==> src/hw/rtl/dwpi_pkg.sv <==
// Shared types and constants for the dual-wheel PI speed controller.
// Holds the item structs, the sequencer states and the arithmetic widths.
// No dependencies.
`default_nettype none

package dwpi_pkg;

  // Configuration port.
  localparam int unsigned CfgW    = 16;
  localparam int unsigned CfgIdxW = 3;

  localparam logic [CfgIdxW-1:0] CFG_PROP_GAIN     = 3'd0;
  localparam logic [CfgIdxW-1:0] CFG_INV_INTEG     = 3'd1;
  localparam logic [CfgIdxW-1:0] CFG_SAMPLE_PERIOD = 3'd2;
  localparam logic [CfgIdxW-1:0] CFG_TRACK_FACTOR  = 3'd3;
  localparam logic [CfgIdxW-1:0] CFG_DRIVE_LIMIT   = 3'd4;

  localparam logic [CfgW-1:0] RST_PROP_GAIN     = 16'd525;
  localparam logic [CfgW-1:0] RST_INV_INTEG     = 16'd512;
  localparam logic [CfgW-1:0] RST_SAMPLE_PERIOD = 16'd200;
  localparam logic [CfgW-1:0] RST_TRACK_FACTOR  = 16'd1638;
  localparam logic [CfgW-1:0] RST_DRIVE_LIMIT   = 16'd64000;

  // Shared multiplier: signed 34 x signed 18.
  localparam int unsigned MulAW = 34;
  localparam int unsigned MulBW = 18;
  localparam int unsigned MulPW = MulAW + MulBW;

  // Divider by the millisecond scale: one base-65536 digit a cycle, each
  // digit found by reciprocal multiplication.
  localparam int unsigned DivW          = 64;
  localparam int unsigned DivRemW       = 10;
  localparam int unsigned DivDigitW     = 16;
  localparam int unsigned DivSteps      = DivW / DivDigitW;
  localparam int unsigned DivCntW       = $clog2(DivSteps);
  localparam int unsigned DivPartW      = DivRemW + DivDigitW;
  localparam int unsigned DivRecipW     = 29;
  localparam int unsigned DivRecipShift = 38;
  localparam int unsigned DivProdW      = DivPartW + DivRecipW;
  localparam logic [DivRemW:0] DivConst = 11'd1000;
  // floor(x / 1000) equals (x * DivRecip) >> 38 for every x below 2^32.
  localparam logic [DivRecipW-1:0] DivRecip = 29'd274877907;

  // Fixed-point shifts.
  localparam int unsigned TrackShift = 17;
  localparam int unsigned GainFrac   = 8;

  typedef struct packed {
    logic signed [15:0] lin_ref;
    logic signed [15:0] ang_ref;
    logic signed [15:0] meas_left;
    logic signed [15:0] meas_right;
    logic        [15:0] tick_ms;
  } in_item_t;

  typedef struct packed {
    logic signed [16:0] drive;
    logic               updated;
    logic               clamped;
  } out_item_t;

  typedef enum logic [3:0] {
    S_IDLE,
    S_HALF,
    S_SPLIT,
    S_EDT,
    S_INTEG,
    S_ILO,
    S_IHI,
    S_IACC,
    S_DIV,
    S_GLO,
    S_GHI,
    S_GACC,
    S_AVG
  } state_e;

endpackage

`default_nettype wire

==> src/hw/rtl/dwpi_mul.sv <==
// Shared registered multiplier of the PI controller datapath.
// Depends on dwpi_pkg for the operand widths.
`default_nettype none

module dwpi_mul
  import dwpi_pkg::*;
(
  input  logic                    clk_i,
  input  logic signed [MulAW-1:0] a_i,
  input  logic signed [MulBW-1:0] b_i,
  output logic signed [MulPW-1:0] p_o
);

  logic signed [MulPW-1:0] p_q;

  // One product per cycle, available the cycle after the operands.
  always_ff @(posedge clk_i) begin
    p_q <= MulPW'(a_i) * MulPW'(b_i);
  end

  assign p_o = p_q;

endmodule

`default_nettype wire

==> src/hw/rtl/dwpi_div.sv <==
// Unsigned divider by the constant 1000, one base-65536 digit a cycle by
// reciprocal multiplication. Depends on dwpi_pkg for widths and constants.
`default_nettype none

module dwpi_div
  import dwpi_pkg::*;
(
  input  logic            clk_i,
  input  logic            rst_ni,
  input  logic            start_i,
  input  logic [DivW-1:0] dividend_i,
  output logic            busy_o,
  output logic            done_o,
  output logic [DivW-1:0] quotient_o
);

  logic               busy_q, busy_d;
  logic               done_q, done_d;
  logic [DivCntW-1:0] cnt_q, cnt_d;
  logic [DivW-1:0]    dvd_q, dvd_d;
  logic [DivRemW-1:0] rem_q, rem_d;

  always_comb begin : step
    logic [DivPartW-1:0]  part;
    logic [DivProdW-1:0]  prod;
    logic [DivDigitW-1:0] qd;
    logic [DivPartW-1:0]  back;
    // Long division in base 65536: the partial remainder joined with the
    // next digit stays below 2^26, where the reciprocal product is exact.
    // The dividend shifts out at the top while quotient digits shift in.
    part = {rem_q, dvd_q[DivW-1 -: DivDigitW]};
    prod = DivProdW'(part) * DivProdW'(DivRecip);
    qd   = prod[DivRecipShift +: DivDigitW];
    back = DivPartW'(qd) * DivPartW'(DivConst);

    busy_d = busy_q;
    done_d = 1'b0;
    cnt_d  = cnt_q;
    dvd_d  = dvd_q;
    rem_d  = rem_q;
    if (start_i) begin
      busy_d = 1'b1;
      cnt_d  = '0;
      dvd_d  = dividend_i;
      rem_d  = '0;
    end else if (busy_q) begin
      dvd_d = {dvd_q[DivW-DivDigitW-1:0], qd};
      rem_d = DivRemW'(part - back);
      cnt_d = cnt_q + 1'b1;
      if (cnt_q == DivCntW'(DivSteps - 1)) begin
        busy_d = 1'b0;
        done_d = 1'b1;
      end
    end
  end

  always_ff @(posedge clk_i or negedge rst_ni) begin
    if (!rst_ni) begin
      busy_q <= 1'b0;
      done_q <= 1'b0;
      cnt_q  <= '0;
      rem_q  <= '0;
    end else begin
      busy_q <= busy_d;
      done_q <= done_d;
      cnt_q  <= cnt_d;
      rem_q  <= rem_d;
    end
  end

  always_ff @(posedge clk_i) begin
    dvd_q <= dvd_d;
  end

  assign busy_o     = busy_q;
  assign done_o     = done_q;
  assign quotient_o = dvd_q;

`ifndef SYNTH
  a_rem_range: assert property (@(posedge clk_i) disable iff (!rst_ni)
    rem_q < DivConst[DivRemW-1:0])
    else $error("divider remainder out of range");

  a_done_pulse: assert property (@(posedge clk_i) disable iff (!rst_ni)
    done_q |=> !done_q)
    else $error("divider done held longer than one cycle");

  a_no_restart: assert property (@(posedge clk_i) disable iff (!rst_ni)
    start_i |-> !busy_q)
    else $error("divider started while busy");
`endif

endmodule

`default_nettype wire

==> src/hw/rtl/dual_wheel_pi_speed_control.sv <==
// When no PI update runs, the item passes the reference split straight to
// averaging; when one does, the right wheel and then the left are worked,
// each with a pass of the divide-by-1000 unit. The block takes the next
// item only in the idle state, after the result is registered; a stalled
// result holds the block in the averaging step. Reset (async, active
// low) clears integrators, drives, elapsed time and loads register defaults.
`default_nettype none

module dual_wheel_pi_speed_control
  import dwpi_pkg::*;
#(
  parameter int unsigned INTEG_WIDTH = 48
) (
  input  logic               clk_i,
  input  logic               rst_ni,
  input  logic               in_valid_i,
  output logic               in_ready_o,
  input  in_item_t           in_item_i,
  output logic               out_valid_o,
  input  logic               out_ready_i,
  output out_item_t          out_item_o,
  input  logic               cfg_we_i,
  input  logic [CfgIdxW-1:0] cfg_idx_i,
  input  logic [CfgW-1:0]    cfg_data_i
);

  // Width of the integrator add before it is saturated back.
  localparam int unsigned SumW = ((INTEG_WIDTH > MulPW) ? INTEG_WIDTH : MulPW) + 1;
  // Width of a joined pair of partial products.
  localparam int unsigned AccW = MulPW + 32;

  // Configuration registers.
  logic [CfgW-1:0] gain_q, inv_q, period_q, track_q, lim_q;

  // Sequencer and datapath state.
  state_e                        state_q, state_d;
  logic                          wheel_q, wheel_d;   // 0: right, 1: left
  in_item_t                      in_q, in_d;
  logic [31:0]                   since_q, since_d;
  logic [31:0]                   dt_q, dt_d;
  logic                          upd_q, upd_d;
  logic signed [17:0]            err_r_q, err_r_d, err_l_q, err_l_d;
  logic signed [MulPW-1:0]       lo_q, lo_d;
  logic                          neg_q, neg_d;
  logic signed [63:0]            sum_q, sum_d;
  logic signed [INTEG_WIDTH-1:0] integ_r_q, integ_r_d, integ_l_q, integ_l_d;
  logic signed [31:0]            drv_r_q, drv_r_d, drv_l_q, drv_l_d;
  out_item_t                     out_q, out_d;
  logic                          out_valid_q, out_valid_d;

  // Shared units.
  logic signed [MulAW-1:0] mul_a;
  logic signed [MulBW-1:0] mul_b;
  logic signed [MulPW-1:0] mul_p;
  logic                    div_start, div_busy, div_done;
  logic [DivW-1:0]         div_dividend, div_quot;

  // Helpers shared by the sequencer steps.
  logic                          due, out_free;
  logic signed [17:0]            err_sel;
  logic signed [INTEG_WIDTH-1:0] integ_sel;
  logic signed [63:0]            integ_ext;

  // Joins a high and a low partial product: hi * 2^32 + lo.
  function automatic logic signed [AccW-1:0] join_parts(
    input logic signed [MulPW-1:0] hi,
    input logic signed [MulPW-1:0] lo
  );
    logic signed [AccW-1:0] hs;
    logic signed [AccW-1:0] ls;
    hs = AccW'(hi) <<< 32;
    ls = AccW'(lo);
    return hs + ls;
  endfunction

  function automatic logic signed [63:0] sat64(input logic signed [AccW-1:0] v);
    logic signed [63:0] r;
    if (v[AccW-1:63] != {(AccW - 63){v[AccW-1]}}) begin
      r = v[AccW-1] ? {1'b1, 63'b0} : {1'b0, {63{1'b1}}};
    end else begin
      r = v[63:0];
    end
    return r;
  endfunction

  function automatic logic signed [31:0] sat32_shifted(input logic signed [AccW-1:0] v);
    logic signed [AccW-1:0] t;
    logic signed [31:0]     r;
    t = v >>> GainFrac;
    if (t[AccW-1:31] != {(AccW - 31){t[AccW-1]}}) begin
      r = t[AccW-1] ? {1'b1, 31'b0} : {1'b0, {31{1'b1}}};
    end else begin
      r = t[31:0];
    end
    return r;
  endfunction

  dwpi_mul u_mul (
    .clk_i (clk_i),
    .a_i   (mul_a),
    .b_i   (mul_b),
    .p_o   (mul_p)
  );

  dwpi_div u_div (
    .clk_i      (clk_i),
    .rst_ni     (rst_ni),
    .start_i    (div_start),
    .dividend_i (div_dividend),
    .busy_o     (div_busy),
    .done_o     (div_done),
    .quotient_o (div_quot)
  );

  assign due       = since_q > {16'b0, period_q};
  assign out_free  = !out_valid_q || out_ready_i;
  assign err_sel   = wheel_q ? err_l_q : err_r_q;
  assign integ_sel = wheel_q ? integ_l_q : integ_r_q;
  assign integ_ext = 64'(integ_sel);

  // Configuration writes; unknown indexes are dropped.
  always_ff @(posedge clk_i or negedge rst_ni) begin
    if (!rst_ni) begin
      gain_q   <= RST_PROP_GAIN;
      inv_q    <= RST_INV_INTEG;
      period_q <= RST_SAMPLE_PERIOD;
      track_q  <= RST_TRACK_FACTOR;
      lim_q    <= RST_DRIVE_LIMIT;
    end else if (cfg_we_i) begin
      unique case (cfg_idx_i)
        CFG_PROP_GAIN:     gain_q   <= cfg_data_i;
        CFG_INV_INTEG:     inv_q    <= cfg_data_i;
        CFG_SAMPLE_PERIOD: period_q <= cfg_data_i;
        CFG_TRACK_FACTOR:  track_q  <= cfg_data_i;
        CFG_DRIVE_LIMIT:   lim_q    <= cfg_data_i;
        default: ;
      endcase
    end
  end

  // Sequencer: splits the reference; when due, per wheel runs err*dt, the
  // integrator, the two partial products of integ/Ti, the divide by 1000
  // and the two partial products of the gain, then averages the drives.
  always_comb begin : next_state
    state_d = state_q;
    unique case (state_q)
      S_IDLE:  if (in_valid_i) state_d = S_HALF;
      S_HALF:  state_d = S_SPLIT;
      S_SPLIT: state_d = due ? S_EDT : S_AVG;
      S_EDT:   state_d = S_INTEG;
      S_INTEG: state_d = S_ILO;
      S_ILO:   state_d = S_IHI;
      S_IHI:   state_d = S_IACC;
      S_IACC:  state_d = S_DIV;
      S_DIV:   if (div_done) state_d = S_GLO;
      S_GLO:   state_d = S_GHI;
      S_GHI:   state_d = S_GACC;
      S_GACC:  state_d = wheel_q ? S_AVG : S_EDT;
      S_AVG:   if (out_free) state_d = S_IDLE;
      default: state_d = S_IDLE;
    endcase
  end

  always_comb begin : datapath
    logic [32:0]              since_sum;
    logic signed [15:0]       half;
    logic signed [SumW-1:0]   isum;
    logic signed [AccW-1:0]   acc;
    logic signed [63:0]       x;
    logic signed [63:0]       qs;
    logic signed [32:0]       dsum;
    logic signed [32:0]       avg;
    logic signed [32:0]       lim_ext;

    since_sum = {1'b0, since_q} + 33'(in_item_i.tick_ms);
    half      = mul_p[TrackShift+15:TrackShift];
    isum      = SumW'(integ_sel) + SumW'(mul_p);
    acc       = join_parts(mul_p, lo_q);
    x         = sat64(acc);
    qs        = neg_q ? -signed'(div_quot) : signed'(div_quot);
    dsum      = 33'(drv_l_q) + 33'(drv_r_q);
    avg       = dsum >>> 1;
    lim_ext   = signed'({17'b0, lim_q});

    in_d         = in_q;
    wheel_d      = wheel_q;
    since_d      = since_q;
    dt_d         = dt_q;
    upd_d        = upd_q;
    err_r_d      = err_r_q;
    err_l_d      = err_l_q;
    lo_d         = lo_q;
    neg_d        = neg_q;
    sum_d        = sum_q;
    integ_r_d    = integ_r_q;
    integ_l_d    = integ_l_q;
    drv_r_d      = drv_r_q;
    drv_l_d      = drv_l_q;
    out_d        = out_q;
    out_valid_d  = out_valid_q && !out_ready_i;
    mul_a        = '0;
    mul_b        = '0;
    div_start    = 1'b0;
    div_dividend = x[63] ? (64'd0 - x) : x;

    unique case (state_q)
      S_IDLE: begin
        if (in_valid_i) begin
          in_d    = in_item_i;
          since_d = since_sum[32] ? {32{1'b1}} : since_sum[31:0];
        end
      end
      S_HALF: begin
        mul_a = signed'({18'b0, track_q});
        mul_b = MulBW'(in_q.ang_ref);
      end
      S_SPLIT: begin
        err_r_d = 18'(in_q.lin_ref) + 18'(half) - 18'(in_q.meas_right);
        err_l_d = 18'(in_q.lin_ref) - 18'(half) - 18'(in_q.meas_left);
        upd_d   = due;
        wheel_d = 1'b0;
        if (due) begin
          dt_d    = since_q;
          since_d = '0;
        end
      end
      S_EDT: begin
        mul_a = signed'({2'b0, dt_q});
        mul_b = err_sel;
      end
      S_INTEG: begin
        // Saturate the integrator to its own signed range.
        if (isum[SumW-1:INTEG_WIDTH-1] != {(SumW - INTEG_WIDTH + 1){isum[SumW-1]}}) begin
          if (isum[SumW-1]) begin
            isum = signed'(SumW'({1'b1, {(INTEG_WIDTH - 1){1'b0}}}));
          end else begin
            isum = signed'(SumW'({1'b0, {(INTEG_WIDTH - 1){1'b1}}}));
          end
        end
        if (wheel_q) integ_l_d = isum[INTEG_WIDTH-1:0];
        else         integ_r_d = isum[INTEG_WIDTH-1:0];
      end
      S_ILO: begin
        mul_a = signed'({2'b0, integ_ext[31:0]});
        mul_b = signed'({2'b0, inv_q});
      end
      S_IHI: begin
        lo_d  = mul_p;
        mul_a = MulAW'(signed'(integ_ext[63:32]));
        mul_b = signed'({2'b0, inv_q});
      end
      S_IACC: begin
        // Divide the magnitude and restore the sign afterwards, which
        // gives truncation toward zero.
        neg_d     = x[63];
        div_start = 1'b1;
      end
      S_DIV: begin
        if (div_done) begin
          sum_d = 64'(err_sel) + (qs >>> GainFrac);
        end
      end
      S_GLO: begin
        mul_a = signed'({2'b0, sum_q[31:0]});
        mul_b = signed'({2'b0, gain_q});
      end
      S_GHI: begin
        lo_d  = mul_p;
        mul_a = MulAW'(signed'(sum_q[63:32]));
        mul_b = signed'({2'b0, gain_q});
      end
      S_GACC: begin
        if (wheel_q) drv_l_d = sat32_shifted(acc);
        else         drv_r_d = sat32_shifted(acc);
        wheel_d = 1'b1;
      end
      S_AVG: begin
        if (out_free) begin
          out_valid_d   = 1'b1;
          out_d.updated = upd_q;
          if (avg > lim_ext) begin
            out_d.drive   = lim_ext[16:0];
            out_d.clamped = 1'b1;
          end else if (avg < -lim_ext) begin
            out_d.drive   = 17'(-lim_ext);
            out_d.clamped = 1'b1;
          end else begin
            out_d.drive   = avg[16:0];
            out_d.clamped = 1'b0;
          end
        end
      end
      default: ;
    endcase
  end

  always_ff @(posedge clk_i or negedge rst_ni) begin
    if (!rst_ni) begin
      state_q     <= S_IDLE;
      wheel_q     <= 1'b0;
      since_q     <= '0;
      integ_r_q   <= '0;
      integ_l_q   <= '0;
      drv_r_q     <= '0;
      drv_l_q     <= '0;
      out_valid_q <= 1'b0;
    end else begin
      state_q     <= state_d;
      wheel_q     <= wheel_d;
      since_q     <= since_d;
      integ_r_q   <= integ_r_d;
      integ_l_q   <= integ_l_d;
      drv_r_q     <= drv_r_d;
      drv_l_q     <= drv_l_d;
      out_valid_q <= out_valid_d;
    end
  end

  always_ff @(posedge clk_i) begin
    in_q    <= in_d;
    dt_q    <= dt_d;
    upd_q   <= upd_d;
    err_r_q <= err_r_d;
    err_l_q <= err_l_d;
    lo_q    <= lo_d;
    neg_q   <= neg_d;
    sum_q   <= sum_d;
    out_q   <= out_d;
  end

  assign in_ready_o  = (state_q == S_IDLE);
  assign out_valid_o = out_valid_q;
  assign out_item_o  = out_q;

`ifndef SYNTH
  a_busy_after_accept: assert property (@(posedge clk_i) disable iff (!rst_ni)
    (in_valid_i && in_ready_o) |=> !in_ready_o)
    else $error("input taken again right after an item was accepted");

  a_result_from_avg: assert property (@(posedge clk_i) disable iff (!rst_ni)
    $rose(out_valid_o) |-> $past(state_q == S_AVG))
    else $error("result appeared outside the averaging step");

  a_clamp_at_limit: assert property (@(posedge clk_i) disable iff (!rst_ni)
    (out_valid_o && out_item_o.clamped) |->
      (out_item_o.drive == signed'({1'b0, lim_q})) ||
      (out_item_o.drive == -signed'({1'b0, lim_q})))
    else $error("clamped result is not at the drive limit");

  a_div_active: assert property (@(posedge clk_i) disable iff (!rst_ni)
    (state_q == S_DIV) |-> (div_busy || div_done))
    else $error("waiting on the divider while it is idle");
`endif

endmodule

`default_nettype wire
==> config.mk <==
export PLATFORM = sky130hd
export DESIGN_NAME = dual_wheel_pi_speed_control
export DESIGN_NICKNAME = d
export VERILOG_FILES = /design/src/hw/rtl/dwpi_pkg.sv /design/src/hw/rtl/dwpi_mul.sv /design/src/hw/rtl/dwpi_div.sv /design/src/hw/rtl/dual_wheel_pi_speed_control.sv
export SDC_FILE = /design/constraint.sdc
export NUM_CORES = 2
export LEC_CHECK = 0
export ABC_AREA = 1
export BUFFER_PORTS_ARGS = -buffer_cell sky130_fd_sc_hd__buf_2
export CAP_MARGIN = 20
export CORE_AREA = 5 5 342 679
export DETAILED_ROUTE_END_ITERATION = 8
export DIE_AREA = 0 0 347 684
export GPL_TIMING_DRIVEN = 0
export PLACE_DENSITY = 0.57
export SLEW_MARGIN = 40
export SYNTH_ARGS = -nofsm -noshare
export SYNTH_HDL_FRONTEND = slang
export SYNTH_SLANG_ARGS = --single-unit
==> constraint.sdc <==
create_clock -name clk_i -period 14.75 [get_ports clk_i]
set_clock_uncertainty 0.05 [all_clocks]
set_input_delay 2.95 -clock clk_i [delete_from_list [all_inputs] [get_ports clk_i]]
set_output_delay 2.95 -clock clk_i [all_outputs]
set_load 0.005 [all_outputs]
Word level (Yosys, flattened, before mapping)
Cells that the tools add are included.
- magnitude comparators: 3
- multiply operators: 3
- muxes and demuxes: 41
- reduce and logical (&&, ||, !) cells: 27
- add/sub/neg operators: 14
- eq/ne operators: 24
- bitwise operators: 1
- operators by type and width (kind ; count):
    $mux W64 ; 6
    $pmux W34 S6 ; 1
    $mux W32 ; 5
    $mux W48 ; 3
    $add A84 B52 Y84 ; 1
    $pmux W18 S4 ; 1
    $neg A64 Y64 ; 1
    $pmux W32 S2 ; 1
    $sub A1 B64 Y64 const A ; 1
    $add A18 B56 Y57 ; 1
    $mul A26 B29 Y54 const B ; 1
    $add A48 B52 Y53 ; 1
    $mul A34 B18 Y52 ; 1
    $pmux W4 S13 ; 1
    $ne A44 B44 Y1 ; 1
    $sub A17 B16 Y18 ; 2
    $add A32 B16 Y33 ; 1
    $add A32 B32 Y33 ; 1
    $lt A32 B33 Y1 ; 1
    $neg A16 Y33 ; 1
    $gt A32 B16 Y1 ; 1
    $gt A32 B17 Y1 ; 1
    $reduce_and A2 Y1 ; 13
    $eq A4 B4 Y1 const B ; 5
    33 further kinds ; 61
- bits in registers: 677
- output and inout bits: 21

Longest topological paths before layout
- depth after elaboration: 6
- depth in mapped cells: 45
- mapped depth without buffers: 44

Hierarchy
Synthesis repeated with hierarchy kept, for this count alone.
- cell total of the unflattened synthesis: 11168
- area total of the unflattened synthesis: 83580.2 µm²
- by module, submodules not included (module ; times used ; cells each ; sequential area each (µm²) ; area an instance (µm²)):
    dual_wheel_pi_speed_control ; 1 ; 6118 ; 14849.2 ; 43815.8
    dwpi_mul ; 1 ; 3262 ; 1041.0 ; 24260.8
    dwpi_div ; 1 ; 1788 ; 2272.2 ; 15503.6

Least setup slack after synthesis
No wires, ideal clock.
- path type: reg-to-reg
- from: register u_div.dvd_q[56], in the netlist u_div.quotient_o[56]
- to: register u_div.rem_q[9]
- path buffers: 0
- required time: 14.582 ns
- cell stages (with the launch flop): 39
- path slack: 5.907 ns
- arrival time: 8.675 ns
- path through: edfxtp_1 -> inv_1 -> ha_1 -> fa_1 -> inv_1 -> fa_1 -> inv_1 -> fa_1 -> fa_1 -> fa_1 -> inv_1 -> fa_1 -> inv_1 -> ha_1 -> nand2_1 -> nor2_1 -> inv_1 -> nor3_1 -> (+3 left out) -> nand3_1 -> xor2_1 -> nand2_1 -> inv_1 -> nor2_1 -> ha_1 -> fa_1 -> fa_1 -> ha_1 -> a21oi_1 -> nand2_1 -> xor2_1 -> xor2_1 -> or2_2 -> nand2_1 -> nand2_1 -> nand3_1 -> nand2_1
- longest elaborated chain between the ends: 5
- ends and longest elaborated chain (element ; RTL line ; source):
    start: declaration ; dwpi_div.sv:20 ; logic [DivW-1:0] dvd_q, dvd_d;
    start signal: assignment ; dwpi_div.sv:72 ; dvd_q <= dvd_d;
    $mul A26 B29 Y54 ; dwpi_div.sv:32 ; prod = DivProdW'(part) * DivProdW'(DivRecip);
    $mul A16 B7 Y7 ; dwpi_div.sv:34 ; back = DivPartW'(qd) * DivPartW'(DivConst);
    $sub A10 B10 Y10 * ; dwpi_div.sv:48 ; rem_d = DivRemW'(part - back);
    $mux W10 * ; dwpi_div.sv:46 ; end else if (busy_q) begin
    $mux W10 * ; dwpi_div.sv:41 ; if (start_i) begin
    end signal: assignment ; dwpi_div.sv:67 ; rem_q <= rem_d;
    end: declaration ; dwpi_div.sv:21 ; logic [DivRemW-1:0] rem_q, rem_d;
Every way passes the cells marked *; elsewhere a longest branch is shown, timed or not. The select of a mux whose other input is x is not followed.
A chain may end at the register's enable or synchronous reset.

Worst setup path after layout
- from: register wheel_q
- to: register u_mul.p_q[47], in the netlist u_mul.p_o[47]
- longest elaborated chain between the ends: 3
- elaborated cells between the ends (all ways): 5
- ends and longest elaborated chain (element ; RTL line ; source):
    start: declaration ; dual_wheel_pi_speed_control.sv:37 ; logic wheel_q, wheel_d;
    start signal: assignment ; dual_wheel_pi_speed_control.sv:309 ; wheel_q <= wheel_d;
    $mux W48 or $mux W18 (tied branches) ; dual_wheel_pi_speed_control.sv:118, dual_wheel_pi_speed_control.sv:117 ;
    $pmux W34 S6 or $pmux W18 S4 (tied branches) ; dual_wheel_pi_speed_control.sv:206 ; unique case (state_q)
    $mul A34 B18 Y52 * ; dwpi_mul.sv:18 ; p_q <= MulPW'(a_i) * MulPW'(b_i);
    end signal: assignment ; dwpi_mul.sv:18 ;
    end: declaration ; dwpi_mul.sv:14 ; logic signed [MulPW-1:0] p_q;
Every way passes the cells marked *; elsewhere a longest branch is shown, timed or not.

==> impl_metrics.ini <==
[timing]
slew-limit-headroom_pct = 31.8
setup_ws_ns = 1.83
period_minus_slack_ns = 12.92
timing.final.hold_violations = 0
fin_crit_sh_pct = 87.6
max_freq_ghz = 0.0774
slew_viol_final = 0
finalSetupViolCount = 0
worst_pin_slew_ns = 1.02
rsz0062_at_grt = no
setup_tns_ns = 0

[clock_tree]
clk_path_buf_depth = 3
cts_tree = done
clk_latency_ns = 0.71
post-cts-setup-buffer-count = 0
postCtsHoldBufs = 0
clock-sinks = 670
cts_root_buffer = clkbuf_16
cts_buffers = 67
htreeDepth = 3
cts_resized = 0
clkTransAtPathRegs_ns = 0.07

[finish]
multi_input_area_sq_um = 52400
fillers = 23731
regArea_sq_um = 18200
layout.nets = 11838
area_delta_synth_final_pct = 9.60
drive_above_1_share_pct = 4.77

[worst_hold_path]
hp-class = flip-flop to flip-flop

[route]
wire_per_inst_microns = 26.9
viasPerCell = 5.28
ant_nets = 0
first_iter_violations = 4950
firstDrtPassIters = 6
drt-total-wl_microns = 355000
route.vias.total = 69716
remaining_drc_errors = 0

[logic_synthesis]
syn_area_per_cell_sq_um = 7.94
netlist_area_sq_um = 78800
ys_seq_area_share_pct = 23.1
synth_flop_cell = edfxtp_1
synth-async-reset-ratio_pct = 43.6
yosysUniqueCellTypes = 66
ys_warn_count = 0
ys_seq_elements = 670
synth_edf_count = 326
syn_nets = 11607
synthCells = 9925

[global_route]
use_met2_pct = 53.9
grt_max_degree = 68
top_usage_layer = met2
grt_pass1_vias = 73754
grt_pass1_wl_microns = 501000
met3_usage_pct = 4.16
gr-usage-met1_pct = 25.6
antenna_found_initial = 24
grt_overflow = 0
groute.usage.overall_pct = 29.2

[placed_design]
dp_slack_ns = 2.11
port_buffers = 124
hpwl_microns = 306000
place.gp.congestion = 1.03

[worst_setup_path]
critical_path_class = flip-flop to flip-flop
worst-path-max-fanout = 10
critPathArrivalTime_ns = 13.41
cp-start-kind = flip-flop
critPathMaxStageDelay_ns = 0.72
cp_slowest_cell = clkbuf_1
cp-end-kind = flip-flop
critPathRequiredTime_ns = 15.24
cp_common_cell = inv_1

[floorplanning]
core.rowCount = 247
die-area_sq_um = 237000
start_util_pct = 34.8
boundaryPins = 125
die_w_microns = 347
fp.coreArea_sq_um = 226000
die-height_microns = 684

[flow_run]
max_cap_violations = 0

[status]
status = complete, no violations
[cells in the mapped netlist, types with 6 or more instances]
cell type,instances,area (sq um)
nor2_2,11,68.8
or2_2,29,181
clkinv_1,21,78.8
o31ai_1,10,75.1
buf_6,6,67.6
a22o_1,39,342
fa_1,838,16800
o21a_1,40,300
dfrtp_1,272,6810
nor2_1,678,2540
edfxtp_1,326,9790
inv_2,7,26.3
clkbuf_1,201,754
buf_2,15,75.1
a22oi_1,7,52.6
a21oi_1,435,2180
ha_1,740,9260
a221oi_1,17,149
nor2_4,6,67.6
a32o_1,16,160
nand4_1,113,707
xnor2_1,138,1210
o221ai_1,15,131
a31oi_1,81,507
o21bai_1,30,225
inv_1,1940,7280
nand3_1,295,1480
dfstp_2,20,526
and3_1,11,68.8
buf_1,25,93.8
o22ai_1,15,93.8
nand3b_1,11,82.6
o21ai_1,67,335
a21o_1,15,113
nand2_1,2488,9340
nand2_2,12,75.1
xor2_1,242,2120
a211oi_1,9,67.6
o21ai_0,453,2270
o311ai_0,9,78.8
nor4_1,21,131
nor3_1,76,380
dfxtp_1,52,1040
a21boi_0,18,135
o211ai_1,13,97.6
[critical path: cells and delay by family, from the launching register on]
kind / cells / cell delay, ns
simple gates: 7 / 1.29
fa+ha+maj: 7 / 3.47
xor+xnor: 1 / 0.55
compound gates: 11 / 3.48
flops: 1 / 0.47
buf+inv: 11 / 3.42
[worst paths after layout]
check	from	end	slack, ns	cells after the start
setup / recovery	wheel_q$_DFFE_PN0P_	u_mul.p_o[47]$_DFF_P_	1.83	37
hold / removal	upd_q$_DFFE_PP_	out_item_o[1]$_DFFE_PP_	0.41	0
setup reg to reg	wheel_q$_DFFE_PN0P_	u_mul.p_o[47]$_DFF_P_	1.83	37
hold reg to reg	upd_q$_DFFE_PP_	out_item_o[1]$_DFFE_PP_	0.41	0
max in group asynchronous	rst_ni	u_div.rem_q[7]$_DFFE_PN0P_	11.29	3
min in group asynchronous	rst_ni	lim_q[10]$_DFFE_PN0P_	2.14	1
[kinds of logic (layout without fill, tap and decap cells)]
family,after synthesis,count (layout),synth area share (%)
muxes,2,2,0.0254
and+or+nand+nor,3772,3772,19.5
adders and majority gates,1578,1578,33.1
xor gates and xnor gates,380,380,4.22
AOI/OAI and AO/OA,1304,1304,9.46
buffers and inverters,2218,2504,10.7
other,1,13,0.00476
DFF,670,670,23.1
[registers in the layout, indices dropped and copies added (netlist names), 18 cells and up]
| signal | flops |
|---|---|
| in_q | 64 |
| u_div.quotient_o | 64 |
| sum_q | 57 |
| lo_q | 52 |
| u_mul.p_o | 52 |
| integ_l_q | 48 |
| integ_r_q | 48 |
| drv_l_q | 32 |
| drv_r_q | 32 |
| dt_q | 32 |
| since_q | 32 |
| out_item_o | 19 |
| err_l_q | 18 |
| err_r_q | 18 |
[per-stage QoR]
stage          util, %  hold WS, ns  area, sq um  std cells
6_report          38.2        0.411        86300      13211
5_1_grt           38.2        0.409        86300      13203
4_1_cts           38.1        0.400        86300      13199
3_3_place_gp      36.7        0.392        83100      13037
2_1_floorplan        -        0.350        78800       9925
3_5_place_dp      37.1        0.408        84000      13075
[layer usage]
metal  part of all wire (%)  up-vias
li1                       -    31648
met1                     30    33899
met2                     51     2748
met3                    4.8     1405
met4                     14       16
met5                  0.035        -
[area by class of cell]
type | instances | area share [%]
multi-input combinational | 7037 | 60.7
sequential | 670 | 21.0
inverter | 1968 | 8.56
tap | 2988 | 4.33
clock buffer | 82 | 2.06
timing repair buffer | 162 | 1.47
buffer | 250 | 1.23
clock inverter | 42 | 0.559
antenna | 12 | 0.0348
[placed cells by master, fill, tap and decap left out, drive strengths merged, types with 10 or more instances in the layout]
cell type  netlist  layout
a22o            39      39
buf             48     210
o211ai          13      13
nand2         2504    2504
xnor2          138     138
a221oi          17      17
nor2           699     699
o21a            40      40
dfxtp           52      52
inv           1947    1951
edfxtp         326     326
xor2           242     242
clkinv          21      45
nand4          113     113
or2             30      30
fa             838     838
dfstp           20      20
o22ai           15      15
nand3          299     299
nor4            21      21
ha             740     740
and3            11      11
clkbuf         202     284
o31ai           10      10
nand3b          11      11
o221ai          15      15
o21ai          526     526
nor3            81      81
a32o            16      16
a21boi          18      18
dfrtp          272     272
o21bai          30      30
a21o            15      15
a31oi           81      81
diode            0      12
a21oi          436     436
Power is left out: the tool's default activity adds up to more than one toggle a clock period on the data nets, which glitch-free logic cannot reach.
